<file path="src/design/cpt_pkg.sv">
// shared constants, control type and sine table generator for the clarke/park transform
package cpt_pkg;

  // default geometry of the block
  localparam int DEF_DATA_BITS       = 16;
  localparam int DEF_ANGLE_BITS      = 16;
  localparam int DEF_SINE_TABLE_BITS = 10;

  // q15 transform coefficients, 17-bit signed so they share the trig multiplier inputs
  localparam logic signed [16:0] K_INV_SQRT3     = 17'sd18919;
  localparam logic signed [16:0] K_TWO_INV_SQRT3 = 17'sd37837;
  localparam logic signed [16:0] K_SQRT3_HALF    = 17'sd28378;
  localparam logic signed [16:0] K_HALF          = 17'sd16384;

  // half of one lsb after the q15 shift
  localparam int ROUND_Q15 = 16384;

  // q30 constants of the table generator
  localparam logic [63:0] ONE_Q30    = 64'd1073741824;
  localparam logic [63:0] HALFPI_Q30 = 64'd1686629713;

  // control that travels beside each word
  typedef struct packed {
    logic valid;
    logic inverse;
  } ctrl_t;

  // quarter-wave sine entry k in q15, integer taylor evaluation in q30
  function automatic logic [14:0] sine_entry(input int unsigned table_bits,
                                             input int unsigned k);
    logic [63:0] x;
    logic [63:0] x2;
    logic [63:0] t;
    logic [63:0] s;
    logic [63:0] r;
    int unsigned qsh;
    qsh = table_bits - 2;
    x  = ((64'(k) * HALFPI_Q30) + (64'd1 << (qsh - 1))) >> qsh;
    x2 = (x * x) >> 30;
    t  = ONE_Q30;
    t  = ONE_Q30 - (((x2 * t) >> 30) / 64'd156);
    t  = ONE_Q30 - (((x2 * t) >> 30) / 64'd110);
    t  = ONE_Q30 - (((x2 * t) >> 30) / 64'd72);
    t  = ONE_Q30 - (((x2 * t) >> 30) / 64'd42);
    t  = ONE_Q30 - (((x2 * t) >> 30) / 64'd20);
    t  = ONE_Q30 - (((x2 * t) >> 30) / 64'd6);
    s  = (x * t) >> 30;
    r  = (s + 64'd16384) >> 15;
    if (r > 64'd32767) begin
      r = 64'd32767;
    end
    return r[14:0];
  endfunction

endpackage

</file>
<file path="src/design/cpt_front.sv">
// first half: clarke beta term or inverse park rotation, multiply then round
module cpt_front #(
  parameter int DATA_BITS = cpt_pkg::DEF_DATA_BITS
) (
  input  logic                        clk,
  input  logic                        rst,
  input  logic                        advance,
  input  cpt_pkg::ctrl_t              ctrl_in,
  input  logic signed [DATA_BITS-1:0] x_in,
  input  logic signed [DATA_BITS-1:0] y_in,
  input  logic signed [15:0]          sin_in,
  input  logic signed [15:0]          cos_in,
  output cpt_pkg::ctrl_t              ctrl_out,
  output logic signed [DATA_BITS+1:0] alpha,
  output logic signed [DATA_BITS+1:0] beta,
  output logic signed [15:0]          sin_out,
  output logic signed [15:0]          cos_out
);

  localparam int PW = DATA_BITS + 17;
  localparam int AW = DATA_BITS + 2;

  cpt_pkg::ctrl_t           ctrl_mul;
  logic signed [16:0]       coef0;
  logic signed [16:0]       coef1;
  logic signed [PW-1:0]     m0_next;
  logic signed [PW-1:0]     m1_next;
  logic signed [PW-1:0]     m2_next;
  logic signed [PW-1:0]     m3_next;
  logic signed [PW-1:0]     m0;
  logic signed [PW-1:0]     m1;
  logic signed [PW-1:0]     m2;
  logic signed [PW-1:0]     m3;
  logic signed [DATA_BITS-1:0] x_mul;
  logic signed [15:0]       sin_mul;
  logic signed [15:0]       cos_mul;
  logic signed [PW:0]       sum_a;
  logic signed [PW:0]       sum_b;
  logic signed [AW-1:0]     alpha_next;
  logic signed [AW-1:0]     beta_next;

  // multiplier stage: clarke coefficients forward, trig terms inverse
  always_comb begin
    coef0   = ctrl_in.inverse ? {cos_in[15], cos_in} : cpt_pkg::K_INV_SQRT3;
    coef1   = ctrl_in.inverse ? {sin_in[15], sin_in} : cpt_pkg::K_TWO_INV_SQRT3;
    m0_next = x_in * coef0;
    m1_next = y_in * coef1;
    m2_next = x_in * $signed({sin_in[15], sin_in});
    m3_next = y_in * $signed({cos_in[15], cos_in});
  end

  always_ff @(posedge clk) begin
    if (rst) begin
      ctrl_mul <= '0;
    end else if (advance) begin
      ctrl_mul <= ctrl_in;
    end
  end

  always_ff @(posedge clk) begin
    if (advance) begin
      m0      <= m0_next;
      m1      <= m1_next;
      m2      <= m2_next;
      m3      <= m3_next;
      x_mul   <= x_in;
      sin_mul <= sin_in;
      cos_mul <= cos_in;
    end
  end

  // round stage: sums shifted down by 15 with half-up rounding, forward alpha is x unchanged
  always_comb begin
    if (ctrl_mul.inverse) begin
      sum_a = {m0[PW-1], m0} - {m1[PW-1], m1} + (PW+1)'(cpt_pkg::ROUND_Q15);
    end else begin
      sum_a = {m0[PW-1], m0} + {m1[PW-1], m1} + (PW+1)'(cpt_pkg::ROUND_Q15);
    end
    sum_b = {m2[PW-1], m2} + {m3[PW-1], m3} + (PW+1)'(cpt_pkg::ROUND_Q15);
    if (ctrl_mul.inverse) begin
      alpha_next = sum_a[15 +: AW];
      beta_next  = sum_b[15 +: AW];
    end else begin
      alpha_next = AW'(x_mul);
      beta_next  = sum_a[15 +: AW];
    end
  end

  always_ff @(posedge clk) begin
    if (rst) begin
      ctrl_out <= '0;
    end else if (advance) begin
      ctrl_out <= ctrl_mul;
    end
  end

  always_ff @(posedge clk) begin
    if (advance) begin
      alpha   <= alpha_next;
      beta    <= beta_next;
      sin_out <= sin_mul;
      cos_out <= cos_mul;
    end
  end

endmodule

</file>
<file path="config.mk">
export PLATFORM = sky130hd
export DESIGN_NAME = cpt_front
export DESIGN_NICKNAME = d
export VERILOG_FILES = /design/src/design/cpt_pkg.sv /design/src/design/cpt_front.sv
export SDC_FILE = /design/constraint.sdc
export NUM_CORES = 2
export LEC_CHECK = 0
export BUFFER_PORTS_ARGS = -buffer_cell sky130_fd_sc_hd__buf_2
export CORE_MARGIN = 10
export CORE_UTILIZATION = 25
export CTS_CLUSTER_SIZE = 8
export DETAILED_ROUTE_END_ITERATION = 6
export PLACE_DENSITY = 0.5
export SYNTH_ARGS = -nofsm -noshare
export SYNTH_HDL_FRONTEND = slang
export SYNTH_SLANG_ARGS = --single-unit
export TNS_END_PERCENT = 5
</file>
<file path="constraint.sdc">
create_clock -name clk -period 9.3 [get_ports clk]
set_input_delay 1.86 -clock clk [delete_from_list [all_inputs] [get_ports clk]]
set_output_delay 1.86 -clock clk [all_outputs]
set_load 0.01 [all_outputs]
</file>
# ---- Yosys cells after proc, flatten, opt, wreduce, memory -nomap -nowiden
# Index checks and enable logic that the tools add are counted.
dict set report classes {
  muxes 5
  n_mul 4
  add_sub_neg 6
}
# cell n
set ops {}
lappend ops {{33-bit by 15-bit adder with 33-bit output, second input constant} 3}
lappend ops {{16-bit by 17-bit multiplier with 33-bit output} 2}
lappend ops {{16-bit by 16-bit multiplier with 32-bit output} 2}
lappend ops {{18-bit two-way mux} 2}
lappend ops {{17-bit two-way mux} 2}
lappend ops {{32-bit by 32-bit adder with 33-bit output} 1}
lappend ops {{33-bit adder} 1}
lappend ops {{33-bit two-way mux} 1}
lappend ops {{33-bit subtractor} 1}
dict set report word_totals {
  register_bits 250
  wordCells 30
  input_bits 69
  output_inout_bits 70
}

# ---- Longest topological paths before layout
dict set report depth {
  ltp_word 4
  ltp_mapped 27
  depth_no_buf 25
}

# ---- Worst setup path after synthesis
# Ideal clock, no wire load.
dict set report synth_timing {
  path_kind {input -> register}
  from {in ctrl_in[0] (netlist bit)}
  to {reg m0[31], data pin}
  setup_ps 258
  arrival_time_ps 8036
  path_buffers 3
  path_slack_ps 1006
  path_stages 25
  t_required_ps 9042
  path_cell_list {clkbuf_1 > clkbuf_1 > and2_1 > clkbuf_1 > nand2_1 > fa_1 > fa_1 > fa_1 > inv_1 > fa_1 > fa_1 > inv_1 > fa_1 > inv_1 > ha_1 > and3_1 > o211ai_1 > o21a_1 > a2bb2oi_1 > a211oi_1 > or3_1 > o21ai_1 > or3_1 > a31oi_1 > xnor2_1}
}
dict set report synth_between {
  elab_chain_len 2
}
# element line
set synth_lines {}
lappend synth_lines {{from (decl)} cpt_front.sv:8} ;# input cpt_pkg::ctrl_t ctrl_in,
lappend synth_lines {{17-bit two-way mux} cpt_front.sv:44} ;# coef0 = ctrl_in.inverse ? {cos_in[15], cos_in} : cpt_pkg::K_INV_SQRT3;
lappend synth_lines {{16-bit by 17-bit multiplier with 33-bit output} cpt_front.sv:46} ;# m0_next = x_in * coef0;
lappend synth_lines {{named net m0_next[31]} cpt_front.sv:26} ;# logic signed [PW-1:0] m0_next;
lappend synth_lines {{to (signal assigned)} cpt_front.sv:62} ;# m0 <= m0_next;
lappend synth_lines {{to (decl)} cpt_front.sv:30} ;# logic signed [PW-1:0] m0;
# The timed path passes the listed nets, and every way through them passes these cells.
# A chain may end at the register's enable or synchronous reset.

# ---- Worst setup path in the final report
dict set report layout_timing {
  from {in ctrl_in[0] (netlist bit)}
  to {reg m1[32], data pin}
}
dict set report layout_between {
  elab_chain_len 2
}
# element line
set layout_lines {}
lappend layout_lines {{17-bit two-way mux} cpt_front.sv:45} ;# coef1 = ctrl_in.inverse ? {sin_in[15], sin_in} : cpt_pkg::K_TWO_INV_SQRT3;
lappend layout_lines {{16-bit by 17-bit multiplier with 33-bit output} cpt_front.sv:47} ;# m1_next = y_in * coef1;
lappend layout_lines {{named net m1_next[32]} cpt_front.sv:27} ;# logic signed [PW-1:0] m1_next;
lappend layout_lines {{to (signal assigned)} cpt_front.sv:63} ;# m1 <= m1_next;
lappend layout_lines {{to (decl)} cpt_front.sv:31} ;# logic signed [PW-1:0] m1;
# The timed path passes the listed nets, and every way through them passes these cells.

==> impl_metrics.ini <==
[sta]
worst_pin_slew_ns = 0.989
finClkSkew_ns = 0.0390
setup_violations = 0
finalCritPeriodShare_pct = 92.4
max_freq_ghz = 0.116
maxSlewViolCount = 0
slew_headroom_pct = 34.1
hold_viol_final = 0
rsz0062_at_grt = no
tns_ns = 0
finalCriticalPeriod_ns = 8.59

[drt]
via_count = 35824
vias_per_cell = 4.36
drt_iter0_drc = 1861
drc = 2
drt_wl_total_mm = 154
firstDrtPassIters = 7
detail_route.wl_per_cell_um = 18.8
ant_nets = 0

[global_route]
grt_pass1_vias = 39682
grt_usage_pct = 13.7
grt_max_degree = 130
antenna_found_initial = 18
grt_pass1_wl_mm = 242
grtUsageMet2_pct = 23.3
overflow = 0
grt_use_met3_pct = 1.88
gr-max-usage-layer = met2
grtUsageMet1_pct = 17.5

[layout]
syn_to_final_growth_pct = 10.9
n_fill_cell = 22111
drive_gt1_share_pct = 6.40
fin_nets = 7051

[yosys]
synth_cell_type_count = 68
yosys-top-cells-area = fa_1 (41%), edfxtp_1 (14%), ha_1 (12%), inv_1 (9.1%), and2_1 (4.6%)
netlist.area_leader.share_pct = 41.0
yosysSeqAreaShare_pct = 14.3
yosys.area.top_type = fa_1
syn_inst = 5300
synth_commonest_cells = inv_1 (1261), fa_1 (1067), nand2_1 (577)
ys_ff_latch = 250
synthFlopType = edfxtp_1
synth-edff-count = 246
synth.most_common_cell = inv_1
async_reset_ff_share_pct = 0
syn_area_um2 = 52100
avgSynthCellArea_um2 = 9.84
synth.net_count = 6950
yosysWarningCount = 0

[critical_path]
rrSetupSlack_ns = 4.45
worstPathMaxFanout = 29
endpoint_kind = register
worstPathRequired_ns = 9.67
crit_path_start_kind = input port
worst-setup-path-type = in -> reg
crit_arrival_ns = 8.96

[cts]
cts_buffers = 42
clockRootBuffer = clkbuf_16
cts_resized = 0
cts_buffer_depth = 3
cts_setup_buffers = 0
cts_tree = built
insertion_delay_ns = 0.65
cts_hold_buf = 0
cts_sinks = 250
ctsHtreeMaxLevel = 2
clkTransAtPathRegs_ns = 0.05

[die]
dieWidth_um = 477
dieArea_um2 = 227000
core_um2 = 207000
start_util_pct = 25.2
io_pins = 139
num_rows = 167
fp.dieH_um = 477

[run_status]
status = finished, violations left
violations = design-rule violations

[place]
port_buffers = 138
dp_hpwl_mm = 127
routabilityCongestion = 0.845

[min_path]
hold_class = reg -> reg

[flow_run]
maxCapViolations = 0
[through the flow]
stage	util (%)	std cells	cell area (um2)	hold slack, ns	worst slack, ns
after floorplan	-	5300	52100	0.400	1.01
after global placement	27.3	8145	56500	0.401	0.140
after detailed placement	27.3	8145	56500	0.405	0.119
after CTS	27.9	8213	57800	0.387	0.782
after global routing	27.9	8215	57800	0.390	0.239
final	27.9	8221	57800	0.398	0.707
[path summary, 6_finish.rpt]
path,from,cells past startpoint,end
max,ctrl_in[0],25,m1[32]
min,sin_mul[10],0,sin_out[10]
max reg2reg,m3[14],15,beta[10]
min reg2reg,sin_mul[10],0,sin_out[10]
[metal layers]
layer  share of wire (%)  vias up
met5               0.050        -
met4                 4.9       12
met3                 4.5      208
li1                    -    16295
met2                  48      774
met1                  42    18535
[sequential cells by signal, summed over array words and instances (netlist names), 16 cells and up]
signal   flops
m0          33
m1          33
m2          32
m3          32
alpha       18
beta        18
cos_mul     16
cos_out     16
sin_mul     16
sin_out     16
x_mul       16
[worst max-delay path: stages]
cell      delay (ns)
buf_4           0.44
buf_4           0.28
nand2b_1        0.40
and2_1          0.35
fa_1            0.47
inv_1           0.05
fa_1            0.46
fa_1            0.51
inv_1           0.05
fa_1            0.44
fa_1            0.51
inv_1           0.05
fa_1            0.47
inv_1           0.04
ha_1            0.34
a21o_1          0.20
a21oi_1         0.17
o21ai_0         0.08
o21bai_1        0.23
a211oi_1        0.44
o21ai_0         0.34
a31oi_1         0.35
o21bai_1        0.10
a21oi_1         0.18
xnor2_1         0.08
[layout by cell type, fill, tap and decap left out, types with 5 or more instances in the layout]
| cell | Yosys | routed |
|---|---|---|
| inv_1 | 1261 | 1261 |
| fa_1 | 1067 | 1067 |
| nand2_1 | 577 | 577 |
| ha_1 | 514 | 514 |
| and2_1 | 385 | 385 |
| edfxtp_1 | 246 | 246 |
| buf_2 | 0 | 136 |
| xnor2_1 | 135 | 135 |
| a21oi_1 | 133 | 133 |
| and3_1 | 125 | 125 |
| nor2_1 | 124 | 124 |
| buf_4 | 0 | 120 |
| o21ai_0 | 87 | 87 |
| a21o_1 | 69 | 69 |
| xor2_1 | 56 | 56 |
| nand2b_1 | 52 | 52 |
| clkbuf_16 | 0 | 42 |
| nor3_1 | 24 | 24 |
| o21a_1 | 21 | 21 |
| nand3_1 | 19 | 19 |
| nor2b_1 | 17 | 17 |
| o21bai_1 | 17 | 17 |
| a31oi_1 | 16 | 16 |
| a211oi_1 | 15 | 15 |
| clkbuf_1 | 203 | 12 |
| mux2_2 | 11 | 11 |
| nand4_1 | 10 | 10 |
| or2_2 | 10 | 10 |
| or3_1 | 10 | 10 |
| diode_2 | 0 | 8 |
| mux2i_1 | 7 | 7 |
| o211ai_1 | 6 | 6 |
| a211o_1 | 5 | 5 |
[logic make-up after synthesis]
| kind of cell | after synthesis | synth area share, % |
|---|---|---|
| flops | 250 | 14.3 |
| simple gates | 1364 | 12.9 |
| xor+xnor | 191 | 3.21 |
| buf+inv | 1464 | 10.5 |
| mux | 18 | 0.372 |
| fa+ha+maj | 1581 | 53.3 |
| compound gates | 432 | 5.33 |
[area by class of cell]
class	count	area, um2	share of cell area [%]
diodes	8	20.0	0.0346
clock buffers	54	1100	1.89
clock inverters	14	198	0.342
inverters	1261	4730	8.18
multi-input cells	3586	39200	67.7
flip-flops and latches	250	7470	12.9
well taps	2788	3490	6.03
repair buffers	260	1660	2.86
Power is left out: the tool's default activity adds up to more than one toggle a clock period on the data nets, which glitch-free logic cannot reach.
