===== config.mk =====
export PLATFORM = sky130hd
export DESIGN_NAME = cpt_back
export DESIGN_NICKNAME = d
export VERILOG_FILES = /design/src/design/cpt_pkg.sv /design/src/design/cpt_back.sv
export SDC_FILE = /design/constraint.sdc
export NUM_CORES = 2
export LEC_CHECK = 0
export BUFFER_PORTS_ARGS = -buffer_cell sky130_fd_sc_hd__buf_2
export CELL_PAD_IN_SITES_DETAIL_PLACEMENT = 1
export CELL_PAD_IN_SITES_GLOBAL_PLACEMENT = 2
export CORE_ASPECT_RATIO = 1.4
export CORE_MARGIN = 1
export CORE_UTILIZATION = 43
export CTS_CLUSTER_DIAMETER = 80
export DETAILED_ROUTE_END_ITERATION = 10
export PLACE_DENSITY = 0.89
export SETUP_SLACK_MARGIN = 0.05
export SLEW_MARGIN = 20
export SYNTH_ARGS = -nofsm -noshare
export SYNTH_HDL_FRONTEND = slang
export SYNTH_SLANG_ARGS = --single-unit

===== constraint.sdc =====
create_clock -name clk -period 11.3 [get_ports clk]
set_clock_uncertainty 0.05 [all_clocks]
set_input_delay 1.695 -clock clk [delete_from_list [all_inputs] [get_ports clk]]
set_output_delay 1.695 -clock clk [all_outputs]
set_load 0.005 [all_outputs]

===== src/design/cpt_pkg.sv =====
// shared constants, control type and sine table generator for the clarke/park transform
package cpt_pkg;

  // default geometry of the block
  localparam int DEF_DATA_BITS       = 16;
  localparam int DEF_ANGLE_BITS      = 16;
  localparam int DEF_SINE_TABLE_BITS = 10;

  // q15 transform coefficients, 17-bit signed so they share the trig multiplier inputs
  localparam logic signed [16:0] K_INV_SQRT3     = 17'sd18919;
  localparam logic signed [16:0] K_TWO_INV_SQRT3 = 17'sd37837;
  localparam logic signed [16:0] K_SQRT3_HALF    = 17'sd28378;
  localparam logic signed [16:0] K_HALF          = 17'sd16384;

  // half of one lsb after the q15 shift
  localparam int ROUND_Q15 = 16384;

  // q30 constants of the table generator
  localparam logic [63:0] ONE_Q30    = 64'd1073741824;
  localparam logic [63:0] HALFPI_Q30 = 64'd1686629713;

  // control that travels beside each word
  typedef struct packed {
    logic valid;
    logic inverse;
  } ctrl_t;

  // quarter-wave sine entry k in q15, integer taylor evaluation in q30
  function automatic logic [14:0] sine_entry(input int unsigned table_bits,
                                             input int unsigned k);
    logic [63:0] x;
    logic [63:0] x2;
    logic [63:0] t;
    logic [63:0] s;
    logic [63:0] r;
    int unsigned qsh;
    qsh = table_bits - 2;
    x  = ((64'(k) * HALFPI_Q30) + (64'd1 << (qsh - 1))) >> qsh;
    x2 = (x * x) >> 30;
    t  = ONE_Q30;
    t  = ONE_Q30 - (((x2 * t) >> 30) / 64'd156);
    t  = ONE_Q30 - (((x2 * t) >> 30) / 64'd110);
    t  = ONE_Q30 - (((x2 * t) >> 30) / 64'd72);
    t  = ONE_Q30 - (((x2 * t) >> 30) / 64'd42);
    t  = ONE_Q30 - (((x2 * t) >> 30) / 64'd20);
    t  = ONE_Q30 - (((x2 * t) >> 30) / 64'd6);
    s  = (x * t) >> 30;
    r  = (s + 64'd16384) >> 15;
    if (r > 64'd32767) begin
      r = 64'd32767;
    end
    return r[14:0];
  endfunction

endpackage


===== src/design/cpt_back.sv =====
// second half: park rotation or inverse clarke, multiply then round and saturate
module cpt_back #(
  parameter int DATA_BITS = cpt_pkg::DEF_DATA_BITS
) (
  input  logic                        clk,
  input  logic                        rst,
  input  logic                        advance,
  input  cpt_pkg::ctrl_t              ctrl_in,
  input  logic signed [DATA_BITS+1:0] alpha,
  input  logic signed [DATA_BITS+1:0] beta,
  input  logic signed [15:0]          sin_in,
  input  logic signed [15:0]          cos_in,
  output logic                        out_valid,
  output logic signed [DATA_BITS-1:0] out_first,
  output logic signed [DATA_BITS-1:0] out_second,
  output logic signed [DATA_BITS-1:0] out_third,
  output logic                        saturated
);

  localparam int AW = DATA_BITS + 2;
  localparam int QW = AW + 17;
  localparam int RW = QW + 1 - 15;

  cpt_pkg::ctrl_t        ctrl_mul;
  logic signed [16:0]    coef2;
  logic signed [16:0]    coef3;
  logic signed [QW-1:0]  n0;
  logic signed [QW-1:0]  n1;
  logic signed [QW-1:0]  n2;
  logic signed [QW-1:0]  n3;
  logic signed [QW-1:0]  n0_next;
  logic signed [QW-1:0]  n1_next;
  logic signed [QW-1:0]  n2_next;
  logic signed [QW-1:0]  n3_next;
  logic signed [AW-1:0]  alpha_mul;
  logic signed [QW:0]    sum_first;
  logic signed [QW:0]    sum_second;
  logic signed [QW:0]    sum_third;
  logic signed [RW-1:0]  first_wide;
  logic [DATA_BITS:0]    first_clip;
  logic [DATA_BITS:0]    second_clip;
  logic [DATA_BITS:0]    third_clip;

  // clip to the output range, top bit reports clipping
  function automatic logic [DATA_BITS:0] clip(input logic signed [RW-1:0] v);
    logic                 hi_ones;
    logic                 hi_zeros;
    logic                 sat;
    logic [DATA_BITS-1:0] val;
    hi_ones  = &v[RW-1:DATA_BITS-1];
    hi_zeros = ~|v[RW-1:DATA_BITS-1];
    sat      = !(hi_ones || hi_zeros);
    if (!sat) begin
      val = v[DATA_BITS-1:0];
    end else if (v[RW-1]) begin
      val = {1'b1, {(DATA_BITS-1){1'b0}}};
    end else begin
      val = {1'b0, {(DATA_BITS-1){1'b1}}};
    end
    return {sat, val};
  endfunction

  // multiplier stage: trig terms forward, inverse clarke coefficients inverse
  always_comb begin
    coef2   = ctrl_in.inverse ? cpt_pkg::K_SQRT3_HALF : {cos_in[15], cos_in};
    coef3   = ctrl_in.inverse ? cpt_pkg::K_HALF : {sin_in[15], sin_in};
    n0_next = alpha * $signed({cos_in[15], cos_in});
    n1_next = beta * $signed({sin_in[15], sin_in});
    n2_next = beta * coef2;
    n3_next = alpha * coef3;
  end

  always_ff @(posedge clk) begin
    if (rst) begin
      ctrl_mul <= '0;
    end else if (advance) begin
      ctrl_mul <= ctrl_in;
    end
  end

  always_ff @(posedge clk) begin
    if (advance) begin
      n0        <= n0_next;
      n1        <= n1_next;
      n2        <= n2_next;
      n3        <= n3_next;
      alpha_mul <= alpha;
    end
  end

  // round and saturate into the output register
  always_comb begin
    sum_first  = {n0[QW-1], n0} + {n1[QW-1], n1} + (QW+1)'(cpt_pkg::ROUND_Q15);
    sum_second = {n2[QW-1], n2} - {n3[QW-1], n3} + (QW+1)'(cpt_pkg::ROUND_Q15);
    sum_third  = (QW+1)'(cpt_pkg::ROUND_Q15) - {n3[QW-1], n3} - {n2[QW-1], n2};
    if (ctrl_mul.inverse) begin
      first_wide = RW'(alpha_mul);
    end else begin
      first_wide = sum_first[15 +: RW];
    end
    first_clip  = clip(first_wide);
    second_clip = clip(sum_second[15 +: RW]);
    if (ctrl_mul.inverse) begin
      third_clip = clip(sum_third[15 +: RW]);
    end else begin
      third_clip = '0;
    end
  end

  always_ff @(posedge clk) begin
    if (rst) begin
      out_valid <= 1'b0;
    end else if (advance) begin
      out_valid <= ctrl_mul.valid;
    end
  end

  always_ff @(posedge clk) begin
    if (advance) begin
      out_first  <= first_clip[DATA_BITS-1:0];
      out_second <= second_clip[DATA_BITS-1:0];
      out_third  <= third_clip[DATA_BITS-1:0];
      saturated  <= first_clip[DATA_BITS] | second_clip[DATA_BITS] | third_clip[DATA_BITS];
    end
  end

endmodule


# ---- Word level (Yosys, flattened, before mapping)
# Index checks and enable logic that the tools add are counted.
dict set report totals {
  input_bits 73
  register_bits 208
  out_inout_bits 50
  mem_bits_rw 0
  word_cells 49
  memories 0
  romBits 0
  latch_bits 0
}
dict set report classes {
  n_reduce_logical 15
  n_addsub 6
  n_mul 4
  n_lt_le_gt_ge 0
  n_shift 0
  muxes 10
  n_div 0
  n_eq_ne 0
  n_bitwise 2
}
# cell count
set op_table {}
lappend op_table {{two-way mux 16 bit} 6}
lappend op_table {{adder 36 x 15 -> 36 bit, second input constant} 2}
lappend op_table {{multiplier 18 x 17 -> 35 bit} 2}
lappend op_table {{multiplier 18 x 16 -> 34 bit} 2}
lappend op_table {{two-way mux 17 bit} 3}
lappend op_table {{subtractor 16 x 35 -> 36 bit, first input constant} 1}
lappend op_table {{subtractor 35 x 35 -> 36 bit} 1}
lappend op_table {{subtractor 36 bit} 1}
lappend op_table {{adder 34 x 34 -> 35 bit} 1}
lappend op_table {{two-way mux 21 bit} 1}
lappend op_table {{AND reduction 6 bit} 3}
lappend op_table {{OR reduction 6 bit} 3}
lappend op_table {{zero test 1 bit} 6}
lappend op_table {{logical OR 1 bit} 3}
lappend op_table {{bitwise OR 1 bit} 2}

# ---- Depth between registers and ports, before layout
dict set report logic_depth {
  depth_word 9
  mapped_depth 31
  depth_no_buf 28
}

# ---- Worst setup path before layout
# Ideal clock, no wire load.
dict set report synth_path {
  kind {input-to-reg}
  start {input ctrl_in[0] (netlist bit)}
  end {register n3[33] (data pin)}
  n_path_buf 3
  slack_ns 2.756
  required_ns 10.985
  setup_time_ns 0.265
  cell_stages 26
  t_arrival_ns 8.229
  path_cell_list {clkbuf_1 > clkbuf_1 > nor2b_1 > clkbuf_1 > and2_1 > fa_1 > inv_1 > fa_1 > fa_1 > inv_1 > fa_1 > fa_1 > inv_1 > fa_1 > inv_1 > ha_1 > or3_1 > o211a_1 > o21a_1 > a221o_1 > a41o_1 > nor3_1 > o21ai_0 > a211oi_1 > o21ai_0 > xor2_1}
}
dict set report synth_between {
  elab_chain_cells 2
}
# element line_no
set synth_rtl {}
lappend synth_rtl {{start, declared} cpt_back.sv:8} ;# input cpt_pkg::ctrl_t ctrl_in,
lappend synth_rtl {{two-way mux 17 bit} cpt_back.sv:66} ;# coef3 = ctrl_in.inverse ? cpt_pkg::K_HALF : {sin_in[15], sin_in};
lappend synth_rtl {{multiplier 18 x 17 -> 35 bit} cpt_back.sv:70} ;# n3_next = alpha * coef3;
lappend synth_rtl {{net n3_next[33]} cpt_back.sv:34} ;# logic signed [QW-1:0] n3_next;
lappend synth_rtl {{end signal, assigned} cpt_back.sv:86} ;# n3 <= n3_next;
lappend synth_rtl {{end, declared} cpt_back.sv:30} ;# logic signed [QW-1:0] n3;
# The timed path passes the listed nets, and every way through them passes these cells.
# A chain may end at the register's enable or synchronous reset.

# ---- Worst setup path in the final report
dict set report layout_path {
  start {input alpha[6]}
  end {register n0[31] (data pin)}
}
dict set report layout_between {
  elab_chain_cells 1
}
# element line_no
set layout_rtl {}
lappend layout_rtl {{start, declared} cpt_back.sv:9} ;# input logic signed [DATA_BITS+1:0] alpha,
lappend layout_rtl {{multiplier 18 x 16 -> 34 bit} cpt_back.sv:67} ;# n0_next = alpha * $signed({cos_in[15], cos_in});
lappend layout_rtl {{net n0_next[31]} cpt_back.sv:31} ;# logic signed [QW-1:0] n0_next;
lappend layout_rtl {{end signal, assigned} cpt_back.sv:83} ;# n0 <= n0_next;
lappend layout_rtl {{end, declared} cpt_back.sv:27} ;# logic signed [QW-1:0] n0;
# The timed path passes the listed nets, and every way through them passes these cells.

==> impl_metrics.csv <==
group,metric,value,unit
min_path,whs_path_depth,2,
synth,synth_cell_type_count,94,
die,core_area,131200,um^2
synth,synthFlopType,"edfxtp_1",
setup_path,worstPathArrival,9260,ps
grt,grt_max_degree,105,
synth,yosys.cell_count.top_type,"inv_1",
setup_path,critPathMostFrequentCell,"fa_1",
die,start_util,43.47,%
sta,fin_crit,8916,ps
placement,portBuffers,122,
min_path,hp-class,"reg2reg",
drt,routedWlPerCell,21.75,um
clocking,clkTransAtPathRegs,70,ps
sta,tightest_slew,1106,ps
clocking,postCtsSetupBuffers,0,
setup_path,end_kind,"register",
clocking,cts_max_path_buffers,3,
clocking,cts_hold_buf,0,
clocking,cts_tree,"built",
drt,first_pass_iters,5,
synth,synth_commonest_cells,"inv_1, fa_1, nand2_1, ha_1, and2_1",
job,maxCapViolCount,0,
setup_path,path_class,"in2reg",
setup_path,crit_family,"adder cells",
die,die_area,134100,um^2
synth,async_flop_share,0,%
synth,synth.ff_latch_count,208,
setup_path,endpoint,"n0[31]",
synth,yosysWarnings,0,
setup_path,path_cells,"buf_2, nand2_1, fa_1, inv_1, fa_1, inv_1, fa_1, inv_1, fa_1, fa_1, inv_1, fa_1, inv_1, ha_1, nand3_1, nor2_1, nand2_1, a311oi_1, a41oi_1, a2111oi_0, nor3_1, o41ai_1, a21oi_1, xnor2_1",
synth,synth-edff-count,205,
synth,yosysTopAreaCellShare,42.26,%
sta,clock.fmax,112.2,MHz
setup_path,path_depth,24,
drt,vias_per_cell,5.282,
setup_path,r2r_cells,15,
sta,slew_viol_final,0,
drt,wl,169.3,mm
synth,synth_area,57040,um^2
grt,antenna_found_initial,15,
sta,period_share,78.90,%
grt,grt_usage,26.27,%
die,die_h,432.9,um
placement,gp_congestion,0.8761,
setup_path,critPathLaunchType,"input port",
synth,syn_avg_cell_area,9.432,um^2
sta,setup_viol,0,
finish,synthToLayoutAreaGrowth,5.947,%
sta,rsz0062_at_grt,"false",
sta,slew_headroom,25.93,%
setup_path,reg2reg_setup_slack,5820,ps
synth,ys_top_cells_by_area,"fa_1, ha_1, edfxtp_1",
clocking,clock-sinks,208,
setup_path,reg2reg_to,"out_first[14]",
drt,drc,0,
die,fp.dieW,309.8,um
setup_path,path_max_fanout,34,
drt,drtAntennaViolNets,0,
die,fp-row-count,157,
drt,num_vias,41108,
clocking,post_cts_resized,0,
synth,syn_nets,7836,
synth,netlist_instances,6047,
run_status,status,"finished, final reports clean",
setup_path,path_buf_inv,6,
die,io-pin-count,123,
grt,grt.overflow.total,0,
finish,num-nets-final,7793,
clocking,numCtsBuffers,30,
setup_path,critical_path.startpoint,"alpha[6]",
setup_path,crit_slowest_cell,"buf_2",
clocking,root_buffer,"clkbuf_16",
setup_path,r2r_start,"n0[23]",
grt,grt_pass1_wl,268.6,mm
synth,synth_top_area_cell,"fa_1",
setup_path,worstPathRequired,11640,ps
grt,first_global_vias,47906,
sta,setup-tns-final,0,ps
finish,final_layout_size_suffix_gt1_share,4.711,%
sta,hold_viol_final,0,
clocking,htree_levels,1,
clocking,worst_skew_pair.late_latency,650,ps
drt,dr.first_iter.drc_count,1696,
setup_path,slowest_delay,700,ps
placement,dp_hpwl,135.9,mm
synth,yosysSeqAreaShare,10.90,%
## worst register-to-register path: stages (launching register included)
cell      delay [ps]
edfxtp_1         500
ha_1             660
a21oi_1          120
o211ai_1         350
nor2_1           120
a21oi_1          210
o21ai_0          140
a211oi_1         440
nand3b_1         190
nand3b_1         270
o311a_1          400
a211oi_2         250
a21o_1           120
o22a_1           430
buf_4            400
mux2i_1          550
## sequential cells by signal, indices dropped and copies added, names as in the netlist
signal and cells:
alpha_mul 18, ctrl_mul 2, n0 34, n1 34, n2 35, n3 35
out_first 16, out_second 16, out_third 16, out_valid 1, saturated 1
## logic make-up (layout without fill, tap and decap cells)
| kind of cell | after synthesis | in the layout | share of synthesized area [%] |
|---|---|---|---|
| xor+xnor | 210 | 210 | 3.225 |
| compound gates | 511 | 511 | 6.041 |
| flops | 208 | 208 | 10.90 |
| simple gates | 1696 | 1696 | 14.73 |
| mux | 27 | 27 | 0.4760 |
| buf+inv | 1679 | 1660 | 11.14 |
| other cells | 0 | 6 | 0 |
| fa+ha+maj | 1716 | 1716 | 53.49 |
## metrics by stage
stage               instance area, um^2  instances  hold slack (ps)  util [%]  setup WS [ps]
floorplan                         57040       6047            410.1         -           2756
global placement                  59240       7721            424.8     45.15           1936
detailed placement                59250       7721            441.0     45.15           1770
CTS                               60410       7777            455.8     46.04           2439
global route                      60420       7778            486.2     46.04           1983
finish                            60430       7783            449.2     46.05           2384
## how the worst min path moves through the flow
stage	from	to
floorplan	ctrl_mul[1]	ctrl_mul[1]
global placement	ctrl_mul[1]	ctrl_mul[1]
detailed placement	out_valid	out_valid
CTS	out_valid	out_valid
global route	out_valid	out_valid
finish	out_valid	out_valid
## per-layer routing
| layer | GRT usage [%] | vias up | part of all wire [%] |
|---|---|---|---|
| met5 | 0 | - | 0.032 |
| met4 | 10.88 | 8 | 4.7 |
| met3 | 2.227 | 343 | 3.2 |
| met2 | 49.66 | 835 | 54 |
| met1 | 29.96 | 21803 | 38 |
| li1 | - | 18119 | - |
## layout make-up
cell class | count | area (um^2)
Fill cell | 15177 | 70790
Timing Repair Buffer | 169 | 973.4
Clock inverter | 26 | 411.6
Clock buffer | 30 | 750.7
Antenna cell | 6 | 15.01
Multi-Input combinational cell | 4160 | 44490
Sequential cell | 208 | 6216
Inverter | 1435 | 5386
Tap cell | 1749 | 2188
## cells in the final DEF, fill, tap and decap left out, drive strengths merged, types with 48 or more instances in the layout
cell	instances
ha	512
buf	169
o21ai	97
a21oi	162
xor2	48
a21o	65
inv	1440
fa	1204
edfxtp	205
nor2b	125
nand2	690
nor2	192
and2	467
xnor2	162
Power is not shown: default switching activity piles up to over one toggle a cycle in this logic, so the estimate is an artifact.
